## config.mk

```make
export PLATFORM = sky130hd
export DESIGN_NAME = afc_plane_lane
export DESIGN_NICKNAME = d
export VERILOG_FILES = /design/src/hw/rtl/aabb_frustum_cull_core_defines.svh /design/src/hw/rtl/afc_pkg.sv /design/src/hw/rtl/afc_plane_lane.sv
export SDC_FILE = /design/constraint.sdc
export NUM_CORES = 2
export LEC_CHECK = 0
export BUFFER_PORTS_ARGS = -buffer_cell sky130_fd_sc_hd__buf_4
export CAP_MARGIN = 10
export CORE_UTILIZATION = 25
export CTS_BUF_LIST = sky130_fd_sc_hd__clkbuf_4 sky130_fd_sc_hd__clkbuf_8 sky130_fd_sc_hd__clkbuf_16
export DETAILED_ROUTE_END_ITERATION = 6
export SLEW_MARGIN = 20
export SYNTH_ARGS = -nofsm -noshare
export SYNTH_HDL_FRONTEND = slang
export SYNTH_SLANG_ARGS = --single-unit
```

## constraint.sdc

```tcl
create_clock -name clk_i -period 13.2 [get_ports clk_i]
set_input_delay 3.3 -clock clk_i [delete_from_list [all_inputs] [get_ports clk_i]]
set_output_delay 3.3 -clock clk_i [all_outputs]
set_load 0.01 [all_outputs]
```

## src/hw/rtl/aabb_frustum_cull_core_defines.svh

```systemverilog
// Assertion macros for the box-versus-frustum cull core.
// Depends on nothing; taken in by the top level with `include.
`ifndef AABB_FRUSTUM_CULL_CORE_DEFINES_SVH
`define AABB_FRUSTUM_CULL_CORE_DEFINES_SVH

// Same-cycle implication, disabled while reset is asserted
`define AFC_ASSERT_NOW(lbl, clk, rst_n, ante, cons) \
  lbl: assert property (@(posedge clk) disable iff (!rst_n) (ante) |-> (cons)) \
    else $error("cull core check failed");

// Next-cycle implication, disabled while reset is asserted
`define AFC_ASSERT_NEXT(lbl, clk, rst_n, ante, cons) \
  lbl: assert property (@(posedge clk) disable iff (!rst_n) (ante) |=> (cons)) \
    else $error("cull core check failed");

`endif

```

## src/hw/rtl/afc_pkg.sv

```systemverilog
// Shared types and constants of the box-versus-frustum cull core.
// No dependencies; used by the interfaces and every module.
package afc_pkg;

  localparam int NumPlanes = 6;
  localparam int NumAxes   = 3;
  localparam int NumStages = 4;
  localparam int CoordW    = 16;
  localparam int ExtW      = 15;
  localparam int PlaneW    = 64;
  localparam int CfgIdxW   = 3;

  typedef logic signed [CoordW-1:0] coord_t;
  typedef logic        [ExtW-1:0]   ext_t;
  typedef logic        [PlaneW-1:0] plane_t;

  // Configuration register indexes
  typedef enum logic [CfgIdxW-1:0] {
    PlaneLeft   = 3'd0,
    PlaneRight  = 3'd1,
    PlaneTop    = 3'd2,
    PlaneBottom = 3'd3,
    PlaneNear   = 3'd4,
    PlaneFar    = 3'd5
  } plane_idx_e;

  // Per-stage load enables and valid bits of the pipeline
  typedef struct packed {
    logic [NumStages-1:0] en;
    logic [NumStages-1:0] vld;
  } pipe_t;

endpackage

```

## src/hw/rtl/afc_plane_lane.sv

```systemverilog
// One plane test over three stages: products, radius and distance sums, sign test.
// Depends on afc_pkg.
module afc_plane_lane (
  input  logic            clk_i,
  input  afc_pkg::pipe_t  ctrl_i,
  input  afc_pkg::plane_t plane_i,
  input  afc_pkg::coord_t center_i [afc_pkg::NumAxes],
  input  afc_pkg::ext_t   extent_i [afc_pkg::NumAxes],
  output logic            pass_o
);

  afc_pkg::coord_t    nrm [afc_pkg::NumAxes];
  logic [15:0]        nrm_abs [afc_pkg::NumAxes];
  logic signed [31:0] nc_q [afc_pkg::NumAxes];
  logic [30:0]        ne_q [afc_pkg::NumAxes];
  afc_pkg::coord_t    dist_q;
  logic [31:0]        r_q, r_d;
  logic signed [34:0] d_q, d_d;
  logic signed [35:0] slack;
  logic               pass_q;

  // Unpack normal; the most negative code maps to 2.0 exactly
  always_comb begin
    for (int i = 0; i < afc_pkg::NumAxes; i++) begin
      nrm[i]     = plane_i[16*i +: 16];
      nrm_abs[i] = nrm[i][15] ? (~nrm[i] + 16'd1) : nrm[i];
    end
  end

  // Stage 1: two multipliers per axis, one for distance and one for radius
  always_ff @(posedge clk_i) begin
    if (ctrl_i.en[0]) begin
      for (int i = 0; i < afc_pkg::NumAxes; i++) begin
        nc_q[i] <= 32'(nrm[i]) * 32'(center_i[i]);
        ne_q[i] <= nrm_abs[i] * extent_i[i];
      end
      dist_q <= plane_i[63:48];
    end
  end

  // Stage 2: sum the products and take off dist scaled to Q14
  always_comb begin
    r_d = 32'(ne_q[0]) + 32'(ne_q[1]) + 32'(ne_q[2]);
    d_d = 35'(nc_q[0]) + 35'(nc_q[1]) + 35'(nc_q[2])
        - $signed({{5{dist_q[15]}}, dist_q, 14'b0});
  end

  always_ff @(posedge clk_i) begin
    if (ctrl_i.en[1]) begin
      r_q <= r_d;
      d_q <= d_d;
    end
  end

  // Stage 3: plane passes when d + r is not negative
  assign slack = 36'(d_q) + $signed({4'b0000, r_q});

  always_ff @(posedge clk_i) begin
    if (ctrl_i.en[2]) begin
      pass_q <= !slack[35];
    end
  end

  assign pass_o = pass_q;

endmodule
```

## Yosys cells after proc, flatten, opt, wreduce, memory -nomap -nowiden

Memory sizes are Yosys's and may differ from the RTL's.
Cells that the tools add are included.

| word-level totals | value |
|---|---|
| register bits | 84 |
| memory bits (writable) | 189 |
| bits of input ports | 166 |
| output and inout bits | 1 |
| logic and storage cells | 30 |
| memories | 2 |

| operators by class | value |
|---|---|
| add/sub/neg operators | 9 |
| multipliers | 6 |
| muxes and demuxes | 5 |
| bitwise gates (word level) | 3 |
| reductions and logical operators | 1 |

Memory list:

| memory | depth | bits a word | read ports | clocked after memory_dff | wr ports | line | text |
|---|---|---|---|---|---|---|---|
| nc_q | 3 | 32 | 3 | 0 | 3 | afc_plane_lane.sv:14 | `logic signed [31:0] nc_q [afc_pkg::NumAxes];` |
| ne_q | 3 | 31 | 3 | 0 | 3 | afc_plane_lane.sv:15 | `logic [30:0] ne_q [afc_pkg::NumAxes];` |

Operators with widths:

| operator | count |
|---|---|
| $mul 16x16->32 | 3 |
| $mul 16x15->31 | 3 |
| $add 16x1->16 const B | 3 |
| $mux 16 | 3 |
| $not 16->16 | 3 |
| $add 35x33->36 | 1 |
| $sub 34x30->35 | 1 |
| $add 33x32->34 | 1 |
| $add 32x32->33 | 1 |
| $add 31x31->32 | 1 |
| $add 32x31->32 | 1 |
| $mux 1 | 2 |
| $logic_not 1->1 | 1 |

## Longest topological paths before layout

| logic depth | value |
|---|---|
| depth after elaboration | 4 |
| depth in mapped cells | 32 |
| depth with buffers taken out | 29 |

## Worst setup path before layout

Ideal clock, no wire load.

| path | value |
|---|---|
| path type | input -> register |
| from | input plane_i[19] |
| to | memory ne_q[1][24] (netlist: ne_q[0][55]), data pin |
| library setup time | 269 ps |
| arrival time | 10,549 ps |
| required time | 12,931 ps |
| slack | 2,382 ps |
| cell stages on the path | 27 |
| path buffers | 1 |
| cells stage by stage | buf_6 > or4_1 > or4_1 > or4_4 > o21ai_1 > xnor2_1 > and2_1 > fa_1 > inv_1 > fa_1 > inv_1 > fa_1 > fa_1 > fa_1 > inv_1 > fa_1 > inv_1 > ha_1 > a21o_1 > a21o_1 > a21oi_1 > o21ai_0 > a31o_2 > a31oi_1 > o31ai_1 > a2111oi_0 > nor3_1 |

RTL lines:

| item | line | text |
|---|---|---|
| from (decl) | afc_plane_lane.sv:6 | `input afc_pkg::plane_t plane_i,` |
| to (decl) | afc_plane_lane.sv:15 |  |

==> qor.csv <==
metric,value,unit
finalClockSkew,0.03323,ns
cts_buffer_depth,3,
die_area,275200,sq um
netlist.area_leader.share,0.4131,
place_ws,1.439,ns
yosysMostFrequentCell,sky130_fd_sc_hd__inv_1,
setup_repair_after_global_routing_missed_its_margin,false,
syn-num-nets,9384,
post_synth_most_frequent_cells,"sky130_fd_sc_hd__inv_1 (1689), sky130_fd_sc_hd__fa_1 (1409), sky130_fd_sc_hd__nand2_1 (817)",
synth_sequential_area_ratio,0.1200,
layout.filler_cells,28630,
final_min_period_over_clock_period,0.8435,
grt_util_all_layers,0.1274,
stdcell_area,74340,sq um
criticalPathCategory,in2reg,
die_h,524.6,microns
yosys_warnings,0,
dr.pass1.iters,6,
rr_worst_depth,14,
first_global_vias,50160,
synth_enable_flop_cells,273,
route.antenna.remaining_nets,0,
asyncSetResetFlopFracSynth,0,
synthDominantAreaCellType,sky130_fd_sc_hd__fa_1,
floorplan.initialDensity,0.2518,
cts_stage_hold_buffer_count,0,
result_of_the_run,completed,
post-route-drc-count,0,
flow.area_growth_from_synthesis,8.864,%
grt_max_degree,77,
dpl.hpwl,142100,microns
report.final.hold_viol_count,0,
min_path_type,reg2reg,
grt_antenna_before_repair,38,
synth-seq-cells,273,
max_slew_margin,0.2908,
global_route.usage.met2,0.2173,
syn-mean-instance-area,9.528,sq um
clock_tree_from_tritoncts,built,
dpl_cell_area,73410,sq um
post_synth_inst_count,7167,
seqCellArea,8198,sq um
worst_r2r_startpoint,dist_q[6]$_DFFE_PP_,
vias,46510,
setup_viol,0,
setup_tns,0,ns
fin_worst_setup_slack,2.066,ns
yosys.cell_types.count,73,
initialDrtViolationCount,2464,
cells_resized_by_post_cts_repair,0,
finalWorstPathRequiredPeriod,11.13,ns
reg2reg_slack,8.84,ns
fin_max_slew_vios,0,
globalRouteOverflowTotal,0,
reg2reg_to,d_q[34]$_DFFE_PP_,
grt_first_pass_wirelength,278100,microns
cts-root-buf,sky130_fd_sc_hd__clkbuf_16,
route.final.wire_length,170700,microns
ys.flop_type,sky130_fd_sc_hd__edfxtp_1,
hold-path-cell-count,1,
global_route.peak_usage_layer,met2,
cts.clk_slew.worst_paths,0.06,ns
max_cap_violations,0,
final_net_count,9361,
coreArea,271200,sq um
required_time_of_the_critical_path,13.54,ns
critical_path.endpoint,ne_q[0][55]$_DFFE_PP_,
fraction_of_final_layout_cells_sized_beyond_drive_strength_1,0.03951,
worstSetupEndpointType,register,
place_congestion,0.8467,
postCtsSetupRepairBufs,0,
worst-path-max-fanout,33,
die_width,524.6,microns
total_standard_cell_area_after_synthesis,68290,sq um
numClockSinks,273,
core.rowCount,191,
worst_slew_pin_slew,1.059,ns
pin_count,167,
global_route.usage.met3,0.01755,
grtUsageMet1,0.1704,
number_of_buffers_created_by_cts,28,
wire_per_inst,15.88,microns
max_freq,0.08982,GHz
multi_input_area,52910,sq um
ratio_of_routed_vias_to_standard_cells,4.327,
cts_htree_levels,1,
numPortBuffers,161,
source_of_the_critical_timing_path,plane_i[16],
clock_latency,0.61,ns
post_synth_main_area_contributors,"sky130_fd_sc_hd__fa_1 (41%), sky130_fd_sc_hd__edfxtp_1 (12%), sky130_fd_sc_hd__ha_1 (12%)",
worstSetupStartpointType,input pin,
worst_ep_arrival_time,11.47,ns
[stage by stage]
| stage | util | hold slack, ns | cells |
|---|---|---|---|
| after global placement | 0.2706 | 0.5955 | 10680 |
| after detailed placement | 0.2706 | 0.5996 | 10680 |
| final | 0.2741 | 0.5987 | 10750 |
| after floorplan | - | 0.5192 | 7167 |
| after global routing | 0.2740 | 0.6311 | 10740 |
| after CTS | 0.2739 | 0.6078 | 10730 |
[worst min-delay path by stage]
stage,start,end,slack (ns)
after detailed placement,d_q[34]$_DFFE_PP_,pass_o$_DFFE_PP_,0.60
after floorplan,d_q[34]$_DFFE_PP_,pass_o$_DFFE_PP_,0.52
after CTS,d_q[34]$_DFFE_PP_,pass_o$_DFFE_PP_,0.61
after global routing,d_q[34]$_DFFE_PP_,pass_o$_DFFE_PP_,0.63
after global placement,d_q[34]$_DFFE_PP_,pass_o$_DFFE_PP_,0.60
final,d_q[34]$_DFFE_PP_,pass_o$_DFFE_PP_,0.60
[kinds of logic (layout without fill, tap and decap cells)]
| group | after synthesis | after routing | share of synthesized area |
|---|---|---|---|
| other | 0 | 14 | 0 |
| XOR/XNOR | 260 | 260 | 0.03335 |
| multiplexers | 5 | 5 | 0.0007512 |
| buffers and inverters | 1941 | 1937 | 0.1069 |
| AND/OR/NAND/NOR | 2004 | 2004 | 0.1480 |
| adder cells (fa/ha/maj) | 2051 | 2051 | 0.5307 |
| flip-flops | 273 | 273 | 0.1200 |
| AO/OA/AOI/OAI | 633 | 633 | 0.06023 |
[cell type report]
class	count	area share
clock buffers	32	0.009829
flip-flops and latches	273	0.1103
repair buffers	198	0.02008
clock inverters	17	0.002272
well taps	3570	0.06008
multi-input cells	4953	0.7117
diodes	14	0.0004713
inverters	1690	0.08533
[per-layer routing]
layer	vias up	share of wire	wire [microns]
met5	-	0.00075	128
met4	22	0.021	3517
met3	169	0.047	7991
met2	853	0.49	82810
met1	23780	0.45	76260
li1	21690	-	-
[worst max-delay path, cell delays in order]
cell	delay [ns]
sky130_fd_sc_hd__buf_4	0.26
sky130_fd_sc_hd__or4_1	0.55
sky130_fd_sc_hd__or4_1	0.46
sky130_fd_sc_hd__or4_4	0.48
sky130_fd_sc_hd__o21ai_1	0.16
sky130_fd_sc_hd__xnor2_1	0.08
sky130_fd_sc_hd__buf_4	0.20
sky130_fd_sc_hd__and2_1	0.19
sky130_fd_sc_hd__fa_1	0.53
sky130_fd_sc_hd__inv_1	0.05
sky130_fd_sc_hd__fa_1	0.52
sky130_fd_sc_hd__inv_1	0.05
sky130_fd_sc_hd__fa_1	0.48
sky130_fd_sc_hd__fa_1	0.51
sky130_fd_sc_hd__fa_1	0.50
sky130_fd_sc_hd__inv_1	0.05
sky130_fd_sc_hd__fa_1	0.47
sky130_fd_sc_hd__inv_1	0.04
sky130_fd_sc_hd__ha_1	0.37
sky130_fd_sc_hd__a21o_1	0.20
sky130_fd_sc_hd__a21o_1	0.18
sky130_fd_sc_hd__a21oi_1	0.17
sky130_fd_sc_hd__o21ai_0	0.15
sky130_fd_sc_hd__a31o_2	0.26
sky130_fd_sc_hd__a31oi_1	0.45
sky130_fd_sc_hd__o31ai_1	0.22
sky130_fd_sc_hd__a2111oi_0	0.47
sky130_fd_sc_hd__nor3_1	0.10
[sequential cells by signal, summed over array words and instances (netlist names)]
register,cells
nc_q,96
ne_q,93
dist_q,16
pass_o,1
r_q,32
d_q,35
[cell usage in the layout (no fill, tap or decap), types with 20 or more instances in the layout]
master                         n
sky130_fd_sc_hd__xnor2_1     181
sky130_fd_sc_hd__xor2_1       65
sky130_fd_sc_hd__nor2_1      149
sky130_fd_sc_hd__o21a_1       35
sky130_fd_sc_hd__nand3_1      33
sky130_fd_sc_hd__and3_1       25
sky130_fd_sc_hd__fa_1       1409
sky130_fd_sc_hd__edfxtp_1    273
sky130_fd_sc_hd__nor2b_1      31
sky130_fd_sc_hd__o21bai_1     29
sky130_fd_sc_hd__buf_4       197
sky130_fd_sc_hd__clkbuf_16    28
sky130_fd_sc_hd__a21oi_1     182
sky130_fd_sc_hd__a21o_1       94
sky130_fd_sc_hd__ha_1        642
sky130_fd_sc_hd__nor3_1       52
sky130_fd_sc_hd__nand2b_1     60
sky130_fd_sc_hd__inv_1      1689
sky130_fd_sc_hd__nand2_1     817
sky130_fd_sc_hd__o21ai_0     122
sky130_fd_sc_hd__a31oi_1      20
sky130_fd_sc_hd__and2_1      746
sky130_fd_sc_hd__a211oi_1     21
Power is not shown: default switching activity piles up to over one toggle a cycle in this logic, so the estimate is an artifact.
