===== config.mk =====
export PLATFORM = sky130hd
export DESIGN_NAME = afc_pipe_ctrl
export DESIGN_NICKNAME = d
export VERILOG_FILES = /design/src/hw/rtl/aabb_frustum_cull_core_defines.svh /design/src/hw/rtl/afc_pkg.sv /design/src/hw/rtl/afc_pipe_ctrl.sv
export SDC_FILE = /design/constraint.sdc
export NUM_CORES = 1
export LEC_CHECK = 0
export BUFFER_PORTS_ARGS = -buffer_cell sky130_fd_sc_hd__clkbuf_2
export CORE_AREA = 2 2 39 41
export CTS_CLUSTER_SIZE = 12
export DETAILED_ROUTE_END_ITERATION = 8
export DIE_AREA = 0 0 41 43
export PLACE_DENSITY = 0.39
export SKIP_CTS_REPAIR_TIMING = 1
export SYNTH_ARGS = -nofsm -noshare
export SYNTH_HDL_FRONTEND = slang
export SYNTH_SLANG_ARGS = --single-unit

===== constraint.sdc =====
create_clock -name clk_i -period 1 [get_ports clk_i]
set_clock_uncertainty 0.1 [all_clocks]
set_input_delay 0.3 -clock clk_i [delete_from_list [all_inputs] [get_ports clk_i]]
set_output_delay 0.3 -clock clk_i [all_outputs]
set_load 0.05 [all_outputs]

===== src/hw/rtl/aabb_frustum_cull_core_defines.svh =====
// Assertion macros for the box-versus-frustum cull core.
// Depends on nothing; taken in by the top level with `include.
`ifndef AABB_FRUSTUM_CULL_CORE_DEFINES_SVH
`define AABB_FRUSTUM_CULL_CORE_DEFINES_SVH

// Same-cycle implication, disabled while reset is asserted
`define AFC_ASSERT_NOW(lbl, clk, rst_n, ante, cons) \
  lbl: assert property (@(posedge clk) disable iff (!rst_n) (ante) |-> (cons)) \
    else $error("cull core check failed");

// Next-cycle implication, disabled while reset is asserted
`define AFC_ASSERT_NEXT(lbl, clk, rst_n, ante, cons) \
  lbl: assert property (@(posedge clk) disable iff (!rst_n) (ante) |=> (cons)) \
    else $error("cull core check failed");

`endif


===== src/hw/rtl/afc_pkg.sv =====
// Shared types and constants of the box-versus-frustum cull core.
// No dependencies; used by the interfaces and every module.
package afc_pkg;

  localparam int NumPlanes = 6;
  localparam int NumAxes   = 3;
  localparam int NumStages = 4;
  localparam int CoordW    = 16;
  localparam int ExtW      = 15;
  localparam int PlaneW    = 64;
  localparam int CfgIdxW   = 3;

  typedef logic signed [CoordW-1:0] coord_t;
  typedef logic        [ExtW-1:0]   ext_t;
  typedef logic        [PlaneW-1:0] plane_t;

  // Configuration register indexes
  typedef enum logic [CfgIdxW-1:0] {
    PlaneLeft   = 3'd0,
    PlaneRight  = 3'd1,
    PlaneTop    = 3'd2,
    PlaneBottom = 3'd3,
    PlaneNear   = 3'd4,
    PlaneFar    = 3'd5
  } plane_idx_e;

  // Per-stage load enables and valid bits of the pipeline
  typedef struct packed {
    logic [NumStages-1:0] en;
    logic [NumStages-1:0] vld;
  } pipe_t;

endpackage


===== src/hw/rtl/afc_pipe_ctrl.sv =====
// Valid bits and stall chain of the four-stage cull pipeline.
// Depends on afc_pkg.
module afc_pipe_ctrl (
  input  logic           clk_i,
  input  logic           rst_ni,
  input  logic           in_valid_i,
  input  logic           out_ready_i,
  output logic           in_ready_o,
  output afc_pkg::pipe_t ctrl_o
);

  logic [afc_pkg::NumStages-1:0] vld_q, vld_d;
  logic [afc_pkg::NumStages-1:0] rdy;

  // A stage may load when it is empty or its content moves on
  always_comb begin
    rdy[afc_pkg::NumStages-1] = !vld_q[afc_pkg::NumStages-1] || out_ready_i;
    for (int k = afc_pkg::NumStages - 2; k >= 0; k--) begin
      rdy[k] = !vld_q[k] || rdy[k+1];
    end
  end

  // Advance valid bits alongside the data
  always_comb begin
    vld_d = vld_q;
    if (rdy[0]) begin
      vld_d[0] = in_valid_i;
    end
    for (int k = 1; k < afc_pkg::NumStages; k++) begin
      if (rdy[k]) begin
        vld_d[k] = vld_q[k-1];
      end
    end
  end

  always_ff @(posedge clk_i or negedge rst_ni) begin
    if (!rst_ni) begin
      vld_q <= '0;
    end else begin
      vld_q <= vld_d;
    end
  end

  assign in_ready_o = rdy[0];
  assign ctrl_o.en  = rdy;
  assign ctrl_o.vld = vld_q;

endmodule


# Word-level counts from Yosys, hierarchy flattened
# Index checks and enable logic that the tools add are counted.
[classes] n_mux=0 addsub=0 n_lt_le_gt_ge=0 mul=0 shifts=0 div_mod_pow=0 bitwise_logic=0 n_reduce_logical=8 eq_ne=0
[ops] op="1-bit logical NOT" count=4
[ops] op="1-bit logical OR" count=4
[totals] romBits=0 elab_cells=12 register_bits=4 mem_count=0 ram_bits=0 out_inout_bits=9 latchBits=0 input_bits=4

# Depth between registers and ports, before layout
# Gate-level depths: netlist (run 1).
[depth] word_depth=5 depth_mapped=3

# Least setup slack after synthesis (run 1)
# OpenSTA, ideal clock, no wires.
[synth_timing] path_kind="flip-flop to output port" startpoint="register vld_q[3] (netlist name)" endpoint="output port ctrl_o[4] (netlist name)" arrival_time_ns=1.817 path_slack_ns=-1.217 stages_incl_launch_ff=4 required_ns=0.600 path_cell_list="dfrtp_1 nor2b_4 nand4_1 buf_4"
[synth_between] elab_chain_len=5
[synth_lines] item="start: declaration" line="afc_pipe_ctrl.sv:12" source="logic [afc_pkg::NumStages-1:0] vld_q, vld_d;"
[synth_lines] item="start signal: assignment" line="afc_pipe_ctrl.sv:40" source="vld_q <= vld_d;"
[synth_lines] item="1-bit logical NOT" line="afc_pipe_ctrl.sv:17" source="rdy[afc_pkg::NumStages-1] = !vld_q[afc_pkg::NumStages-1] || out_ready_i;"
[synth_lines] item="1-bit logical OR" line="afc_pipe_ctrl.sv:17"
[synth_lines] item="1-bit logical OR (3 in series)" line="afc_pipe_ctrl.sv:19" source="rdy[k] = !vld_q[k] || rdy[k+1];"
[synth_lines] item="end: declaration" line="afc_pipe_ctrl.sv:9" source="output afc_pkg::pipe_t ctrl_o"
# No other way between the ends.

==> impl_results.md, run 1 <==
* Outcome: complete, but fails checks
* Failing checks: negative setup slack
* Max-Cap Viols at 0
* Via density at 3.660
* Most frequent cells in the layout: 7 x buf_6, 6 x buf_4, 4 x dfrtp_2
* Max reg flops at 4
* Layout cells sized above 1 at 0.7838
* DIE AREA at 1763 um2
* Peak supply drop at 373.7 uV
* Die Height at between 40 and 50 um
* Fin crit period at 1.508 ns
* PortBufs at 12
* Pins Over Slew Limit at 0
* Htree depth at 1
* Crit end category: output port
* Cell Area, Synth at 176.4 um2
* Setup_tns at -3.495 ns
* Synth Warn # at 0
* Worst path cell trace: nor2b_4 > nand4_1 > buf_6
* Startpoint types: flip-flop
* Placer congestion estimate at 0.5432
* Yosys reg bits at 4
* Leading cell type in the layout, fill and taps excluded: buf_6
* Clock Sinks at 4
* Vias post-DR at 194
* Final setup margin at -0.5077 ns
* Setup violators final at 11
* DRC Markers at 0
* Vias in the first global route at 180
* Global route overflow at 0
* CTS clock-pin slew for the worst setup and hold paths at roughly 0.03 ns
* Netlist cell types at 9
* Layout area overhead at 139.7%
* Instance area at placement at about 300 um2
* CTS tree: done
* Boundary Pins at 13
* Max Fclk at 663.2 MHz
* Syn_area_per_cell at 12.60 um2
* Syn Nets at 18
* Initial DRC count at 3
* # rows at 14
* Global Route Usage Sum at 0.07049
* TritonRoute pass-1 iters at 2
* Routed len/inst at 9.623 um
* Final ANT Viol Nets at 0
* Worst Hold Class: primary input to flip-flop
* Fin. Hold Viols at 0
* Root buf cell: clkbuf_4
* Die extent in x at ~41 um
* Pleak at 0.2003 nW
* Initial antenna violation count at 0
* CP max stage cell: dfrtp_2
* Final Cell Area at 422.9 um2
* Worst-path fanout max at 4
* Crit-path max cell delay at approximately 0.37 ns
* Top cells by area, synth: dfrtp_1 57%, nand2b_1 11%, nor2b_4 7.8%, a41o_1 5.7%, nand4b_1 5.0%
* CP required at 0.60 ns
* Register area share after synthesis at 0.5674
* Nets@finish at 43
* Largest net degree at the start of global routing at 6
* Worst skew pair latency at about 0.23 ns
* Tcrit/Tclk final at 1.508
* Pwr dens at 1715 nW/um2
* Ant diodes at 0
* Crit path DAT at approximately 1.1 ns
* Cells after synthesis at 14
* Synth area leader: dfrtp_1
* Core area at 1384 um2
* Top-area cell type share of the netlist area at 0.5674
* First-pass GRT wire length at just over 700 um
* Final Util at 0.3056
* RSZ-0062 raised after global routing: true
* Slew margin rel. at 0.8364
* Worst slew pin tran at 0.2471 ns
* Hpwl dp at 414.2 um
* Clock Path Buffers at 2
* Critical path type: flip-flop to output port
* Final WL at approximately 510 um
* Starting Density at 0.1275
* Fillers at 153
* Num CTS Buffers at 3
* Largest registers: vld_q (4)
* Top reg by flops: vld_q
worst max-delay path: cells and delay by family, from the launching register on:
| family | cells | cell delay (ns) |
|---|---|---|
| buffers and inverters | 1 | 0.19 |
| DFF | 1 | 0.37 |
| and+or+nand+nor | 2 | 0.31 |
through the flow:
stage / instances / hold slack [ns] / total power [mW] / setup WS [ns]
2_1_floorplan: 14 / -0.09559 / 0.3685 / -1.027
3_3_place_gp: 46 / 0.01061 / 0.4575 / -0.3145
3_5_place_dp: 46 / 0.01180 / 0.4609 / -0.3370
4_1_cts: 49 / -0.2412 / 0.6660 / -0.5922
5_1_grt: 53 / 0.1727 / 0.7632 / -0.5452
6_report: 53 / 0.1672 / 0.7252 / -0.5077
cell families after synthesis:
| group | share of synthesized area |
|---|---|
| AO/OA/AOI/OAI | 0.05674 |
| buffers and inverters | 0.06383 |
| flip-flops | 0.5674 |
| AND/OR/NAND/NOR | 0.3121 |
cell usage after synthesis:
master,instances
nand4_1,1
inv_1,1
buf_4,1
dfrtp_1,4
nand4b_1,1
nand2b_1,3
nor2b_4,1
nand3b_1,1
a41o_1,1
power breakdown:
| part | switching, mW | internal [mW] | total (mW) |
|---|---|---|---|
| Sequential | 0.0176 | 0.183 | 0.200 |
| Clock | 0.0572 | 0.134 | 0.191 |
| Combinational | 0.188 | 0.147 | 0.334 |
| Total | 0.262 | 0.463 | 0.725 |
path summary, 6_finish.rpt:
path | from | end | slack, ns | depth (start not counted)
setup / recovery | vld_q[3] | ctrl_o[4] | -0.51 | 3
setup reg to reg | vld_q[3] | vld_q[0] | -0.06 | 3
min in group asynchronous | rst_ni | vld_q[2] | 0.32 | 2
hold / removal | in_valid_i | vld_q[0] | 0.17 | 2
hold reg to reg | vld_q[0] | vld_q[1] | 0.49 | 2
max in group asynchronous | rst_ni | vld_q[1] | 0.35 | 2
layer usage:
| metal | vias up | track usage | wire (um) |
|---|---|---|---|
| li1 | 94 | - | - |
| met1 | 89 | 0.06169 | 159 |
| met2 | 11 | 0.09063 | 282 |
| met3 | 0 | 0.03665 | 69 |
| met4 | 0 | 0.1000 | 0 |
| met5 | - | 0 | 0 |
final cells by class:
| class | instances | area, um2 | share of cell area |
|---|---|---|---|
| tap | 16 | 20.02 | 0.04734 |
| timing repair buffer | 21 | 203.9 | 0.4822 |
| multi-input combinational | 8 | 65.06 | 0.1538 |
| sequential | 4 | 105.1 | 0.2485 |
| inverter | 1 | 6.256 | 0.01479 |
| clock buffer | 3 | 22.52 | 0.05325 |
Power figures use the tool's default switching activity.
==> inputs of run 2 (changes only) <==
CELL_PAD_IN_SITES_DETAIL_PLACEMENT = 1   (was not set)
CELL_PAD_IN_SITES_GLOBAL_PLACEMENT = 1   (was not set)
CTS_CLUSTER_SIZE = 40   (was 12)
PLACE_DENSITY = 0.48   (was 0.39)
==> run 2 against run 1 <==
Against the previous run: sequential cell count is the same; highest routed layer unchanged; fmax is 2.4% higher; routed wire length grew 16%; sequential power hardly changed; critical endpoint is now ctrl_o[7]; utilization rose by 0.63 points; via count rose by 2.6%; count of clock-buffer cells in the layout did not move; final cell count is 3.8% higher; the flow still finishes with violations (negative setup slack); power up 1.6%.
==> impl_results.md, run 2 (synthesized netlist as in run 1, its figures left out) <==
* Outcome: complete, but fails checks
* Failing checks: negative setup slack
* Worst Hold Class: primary input to flip-flop
* Initial antenna violation count at 0 (unchanged)
* Pwr dens at 1707 nW/um2 (-0.48%)
* Starting Density at 0.1275 (unchanged)
* Setup_tns at -3.724 ns (-0.2290 ns)
* Die Height at 43 um (unchanged)
* Worst skew pair latency at 0.23 ns (about the same)
* Initial DRC count at 1 (-2)
* Leading cell type in the layout, fill and taps excluded: buf_4
* Crit path to: ctrl_o[7]
* RSZ-0062 raised after global routing: true
* Final setup margin at -0.4718 ns (+0.03598 ns)
* Max reg flops at 4 (unchanged)
* Worst slew pin tran at 0.2491 ns (+0.001924 ns)
* Setup violators final at 11 (unchanged)
* TritonRoute pass-1 iters at 2 (unchanged)
* Num CTS Buffers at 3 (unchanged)
* Pre-CTS setup slack at -0.3177 ns (+0.01925 ns)
* Die extent in x at 41 um (unchanged)
* Pleak at 0.2073 nW (+3.5%)
* Tcrit/Tclk final at 1.472 (-0.03598)
* Via density at 3.618 (-1.2%)
* Htree depth at 1 (unchanged)
* Fin. Hold Viols at 0 (unchanged)
* # rows at 14 (unchanged)
* First-pass GRT wire length at 759 um (+6.9%)
* Clock Sinks at 4 (unchanged)
* CTS tree: done
* Slew margin rel. at 0.8351 (-0.001274)
* Ant diodes at 0 (unchanged)
* Clock Path Buffers at 2 (unchanged)
* PortBufs at 12 (unchanged)
* Layout area overhead at 144.7%
* Pins Over Slew Limit at 0 (unchanged)
* CTS clock-pin slew for the worst setup and hold paths at 0.04 ns (about the same)
* Critical Path Start: vld_q[3]
* Placer congestion estimate at 0.5778 (+6.4%)
* Fin crit period at 1.472 ns (-0.03598 ns)
* Crit end category: output port
* Worst-path fanout max at 3 (-1)
* Root buf cell: clkbuf_4
* Crit path DAT at 1.07 ns (-0.04 ns)
* R2r startpoint: vld_q[3]
* DRC Markers at 0 (unchanged)
* Peak supply drop at 407.3 uV (+9.0%)
* Most frequent cells in the layout: 11 x buf_4, 4 x buf_6, 4 x dfrtp_2
* Worst R2R Path Depth at 6 (+3)
* Vias post-DR at 199 (+2.6%)
* Max Fclk at 679.5 MHz (+2.4%)
* Global route overflow at 0 (unchanged)
* Total Power at 0.7367 mW (+1.6%)
* Boundary Pins at 13 (unchanged)
* Largest registers: vld_q (4)
* Vias in the first global route at 190 (+5.6%)
* Critical path type: flip-flop to output port
* CP required at 0.60 ns (about the same)
* Largest net degree at the start of global routing at 5 (-1)
* Final WL at 593 um (+16%)
* R2r setup slk at -0.18 ns (-0.12 ns)
* Nets@finish at 45 (+4.7%)
* Top reg by flops: vld_q
* Layout cells sized above 1 at 0.7949 (+0.01109)
* Global Route Usage Sum at 0.07042 (-0.00007092)
* Final ANT Viol Nets at 0 (unchanged)
* Routed len/inst at 10.78 um (+12%)
* Startpoint types: flip-flop
* DIE AREA at 1763 um2 (unchanged)
* R2R Path End: vld_q[3]
* Max-Cap Viols at 0 (unchanged)
* Core area at 1384 um2 (unchanged)
[run 2: per-layer routing]
metal,vias up,routed length (um),global-route usage
met3,0,68,0.03141
met2,13,294,0.08750
li1,99,-,-
met1,87,230,0.07767
met4,0,0,0.08000
met5,-,0,0
[run 2: worst min path at each step]
stage / startpoint / to / slack, ns / depth (start not counted)
after floorplan: rst_ni / vld_q[0] / -0.1 / 0
after global placement: rst_ni / vld_q[3] / 0.01 / 1
after detailed placement: rst_ni / vld_q[2] / 0.02 / 1
after CTS: rst_ni / vld_q[2] / -0.24 / 1
after global routing: in_valid_i / vld_q[0] / 0.17 / 2
final: in_valid_i / vld_q[0] / 0.16 / 2
[run 2: critical path: stages (launching register included)]
cell     delay [ns]
dfrtp_2        0.40
nor2b_4        0.13
buf_4          0.14
inv_4          0.06
buf_12         0.12
[run 2: stage by stage]
| stage | utilization | cell area, um2 | hold slack (ns) | std cells |
|---|---|---|---|---|
| detailed placement | 0.2486 | 344.1 | 0.01631 | 49 |
| CTS | 0.2649 | 366.6 | -0.2370 | 52 |
| global route | 0.3119 | 431.7 | 0.1691 | 55 |
| global placement | 0.2486 | 344.1 | 0.01223 | 49 |
| finish | 0.3119 | 431.7 | 0.1580 | 55 |
| floorplan | - | 185.2 | -0.09559 | 14 |
[run 2: final cells by class]
class,count,area [um2]
flip-flops and latches,4,105.1
fillers,156,952.2
well taps,16,20.02
inverters,1,6.256
clock buffers,3,22.52
repair buffers,23,212.7
multi-input cells,8,65.06
[run 2: power by group]
group / internal, mW / switching, mW
clock: 0.134 / 0.0592
combinational: 0.154 / 0.191
sequential: 0.182 / 0.0159
==> inputs of run 3 (changes only) <==
CELL_PAD_IN_SITES_GLOBAL_PLACEMENT = 2   (was 1)
CTS_CLUSTER_DIAMETER = 100   (was not set)
PLACE_DENSITY = 0.55   (was 0.48)
clock period = 1.6 ns   (was 1 ns; I/O delays follow)
==> run 3 against run 2 <==
Against the previous run: hold slack better by 0.19 ns; the flow still finishes with violations (negative setup slack); sequential cell count did not move; die area unchanged; final cell count fell by 13%; sequential power shrank 35%; count of clock-buffer cells in the layout stayed put; clock power fell by 36%; register-to-register slack gained 0.70 ns; global-route usage shrank 0.38 points; utilization is 7.0 points lower; via count down 13%; routed wire length is 9.6% lower.
==> impl_results.md, run 3 (synthesized netlist as in run 1, its figures left out) <==
* Pint at 0.2515 mW (-47%)
* Failing checks: negative setup slack
* Clock Sinks at 4 (unchanged)
* Num CTS Buffers at 3 (unchanged)
* Final Cell Area at 335.3 um2 (-22%)
* Setup violators final at 3 (-8)
* Top reg by flops: vld_q
* Tcrit/Tclk final at 1.050
* Slew margin rel. at 0.8146 (-0.02049)
* Worst Hold Class: primary input to flip-flop
* CP Buf/Inv Count at 1 (-2)
* Hold path depth at 2 (unchanged)
* Net Switching at 0.1599 mW (-40%)
* First-pass GRT wire length at 738 um (-2.8%)
* Die Height at 43 um (unchanged)
* Total Power at 0.4114 mW (-44%)
* Clock Path Buffers at 2 (unchanged)
* Htree depth at 1 (unchanged)
* Delay-heaviest family, CP: flip-flops
* RSZ-0062 raised after global routing: true
* Vias post-DR at 173 (-13%)
* Most frequent cells in the layout: 6 x clkbuf_2, 6 x buf_4, 4 x dfrtp_2
* Worst skew pair latency at 0.23 ns (about the same)
* WP depth at 3 (-1)
* Root buf cell: clkbuf_4
* Sw frac at 0.3887 (+0.02733)
* TritonRoute pass-1 iters at 1 (-1)
* Core area at 1384 um2 (unchanged)
* Nets@finish at 38 (-16%)
* Crit end category: output port
* Fillers at 161 (+3.2%)
* Crit path DAT at 1.10 ns (+0.03 ns)
* Vias in the first global route at 184 (-3.2%)
* Placer congestion estimate at 0.6044 (+4.6%)
* Starting Density at 0.1275 (unchanged)
* Critical path type: flip-flop to output port
* DRC Markers at 0 (unchanged)
* Instance area at placement at 269.0 um2 (-22%)
* Layout cells sized above 1 at 0.7188 (-0.07612)
* Pwr dens at 1227 nW/um2 (-28%)
* Worst path cell trace: nor2b_4 > nand4_1 > buf_4
* DIE AREA at 1763 um2 (unchanged)
* Largest registers: vld_q (4)
* Largest net degree at the start of global routing at 7 (+2)
* Hpwl dp at 397.2 um
* Fin. Hold Viols at 0 (unchanged)
* # rows at 14 (unchanged)
* Final WL at 536 um (-9.6%)
* CTS tree: done
* PortBufs at 12 (unchanged)
* Via density at 3.604 (-0.39%)
* R2r setup slk at 0.52 ns (+0.70 ns)
* Worst-path fanout max at 4 (+1)
* Worst R2R Path Depth at 4 (-2)
* Gate power share at 0.388 (-0.081)
* Pins Over Slew Limit at 0 (unchanged)
* CP max stage cell: dfrtp_2
* Boundary Pins at 13 (unchanged)
* Layout area overhead at 90.07%
* CP required at 1.02 ns (+0.42 ns)
* Die extent in x at 41 um (unchanged)
* Outcome: complete, but fails checks
* Max-Cap Viols at 0 (unchanged)
* Worst slew pin tran at 0.2793 ns (+0.03021 ns)
* Initial DRC count at 0 (-1)
* Clock network fraction of design power at 0.299 (+0.037)
* Crit-path max cell delay at 0.37 ns (-0.03 ns)
* Global Route Usage Sum at 0.06660 (-0.003823)
* Max reg flops at 4 (unchanged)
* Reg power frac at 0.313 (+0.044)
* Peak supply drop at 272.7 uV (-33%)
* Initial antenna violation count at 0 (unchanged)
* Startpoint types: flip-flop
* Routed len/inst at 11.17 um (+3.6%)
* Global route overflow at 0 (unchanged)
* Pleak at 0.1600 nW (-23%)
* Max Fclk at about 600 MHz
* Final setup margin at -0.08060 ns (+0.3912 ns)
* Final ANT Viol Nets at 0 (unchanged)
* CTS clock-pin slew for the worst setup and hold paths at 0.04 ns (about the same)
* Ant diodes at 0 (unchanged)
* Fin crit period at around 1.7 ns
## run 3: changes by cell type in the layout (fill, tap and decap cells not counted), sizes merged
cell / delta
buf: -10
clkbuf: +3
## run 3: worst paths after layout
path | from | end
hold reg to reg | vld_q[0] | vld_q[1]
min in group asynchronous | rst_ni | vld_q[3]
setup / recovery | vld_q[3] | ctrl_o[4]
setup reg to reg | vld_q[2] | vld_q[1]
hold / removal | in_valid_i | vld_q[0]
max in group asynchronous | rst_ni | vld_q[1]
## run 3: routing by layer
metal,global-route usage,routed length (um),vias to the layer above
li1,-,-,86
met1,0.08170,256,76
met2,0.08125,222,11
met3,0.01571,56,0
met4,0.08000,0,0
met5,0,0,-
## run 3: metrics by stage
stage	setup slack (ns)	setup TNS, ns	util	instances	hold slack, ns
2_1_floorplan	-0.6073	-0.9063	-	14	0.08441
3_3_place_gp	-0.06152	-0.1566	0.1944	43	0.1886
3_5_place_dp	-0.08186	-0.2066	0.1944	43	0.1919
4_1_cts	-0.1713	-0.6040	0.2107	46	-0.06148
5_1_grt	-0.1245	-0.3122	0.2423	48	0.3557
6_report	-0.08060	-0.1625	0.2423	48	0.3454
## run 3: power groups by stage
stage                     logic [mW]  clock network [mW]  registers (mW)
after global placement         0.140                   0           0.128
after CTS                      0.140               0.132           0.129
after floorplan               0.0684                   0           0.162
after detailed placement       0.140                   0           0.130
after global routing           0.169               0.133           0.130
final                          0.160               0.123           0.129
## run 3: cell type report
| type | instances | area, um2 | share of cell area |
|---|---|---|---|
| repair buffers | 16 | 118.9 | 0.3545 |
| well taps | 16 | 20.02 | 0.05970 |
| inverters | 1 | 3.754 | 0.01119 |
| flip-flops and latches | 4 | 105.1 | 0.3134 |
| clock buffers | 3 | 22.52 | 0.06716 |
| multi-input cells | 8 | 65.06 | 0.1940 |
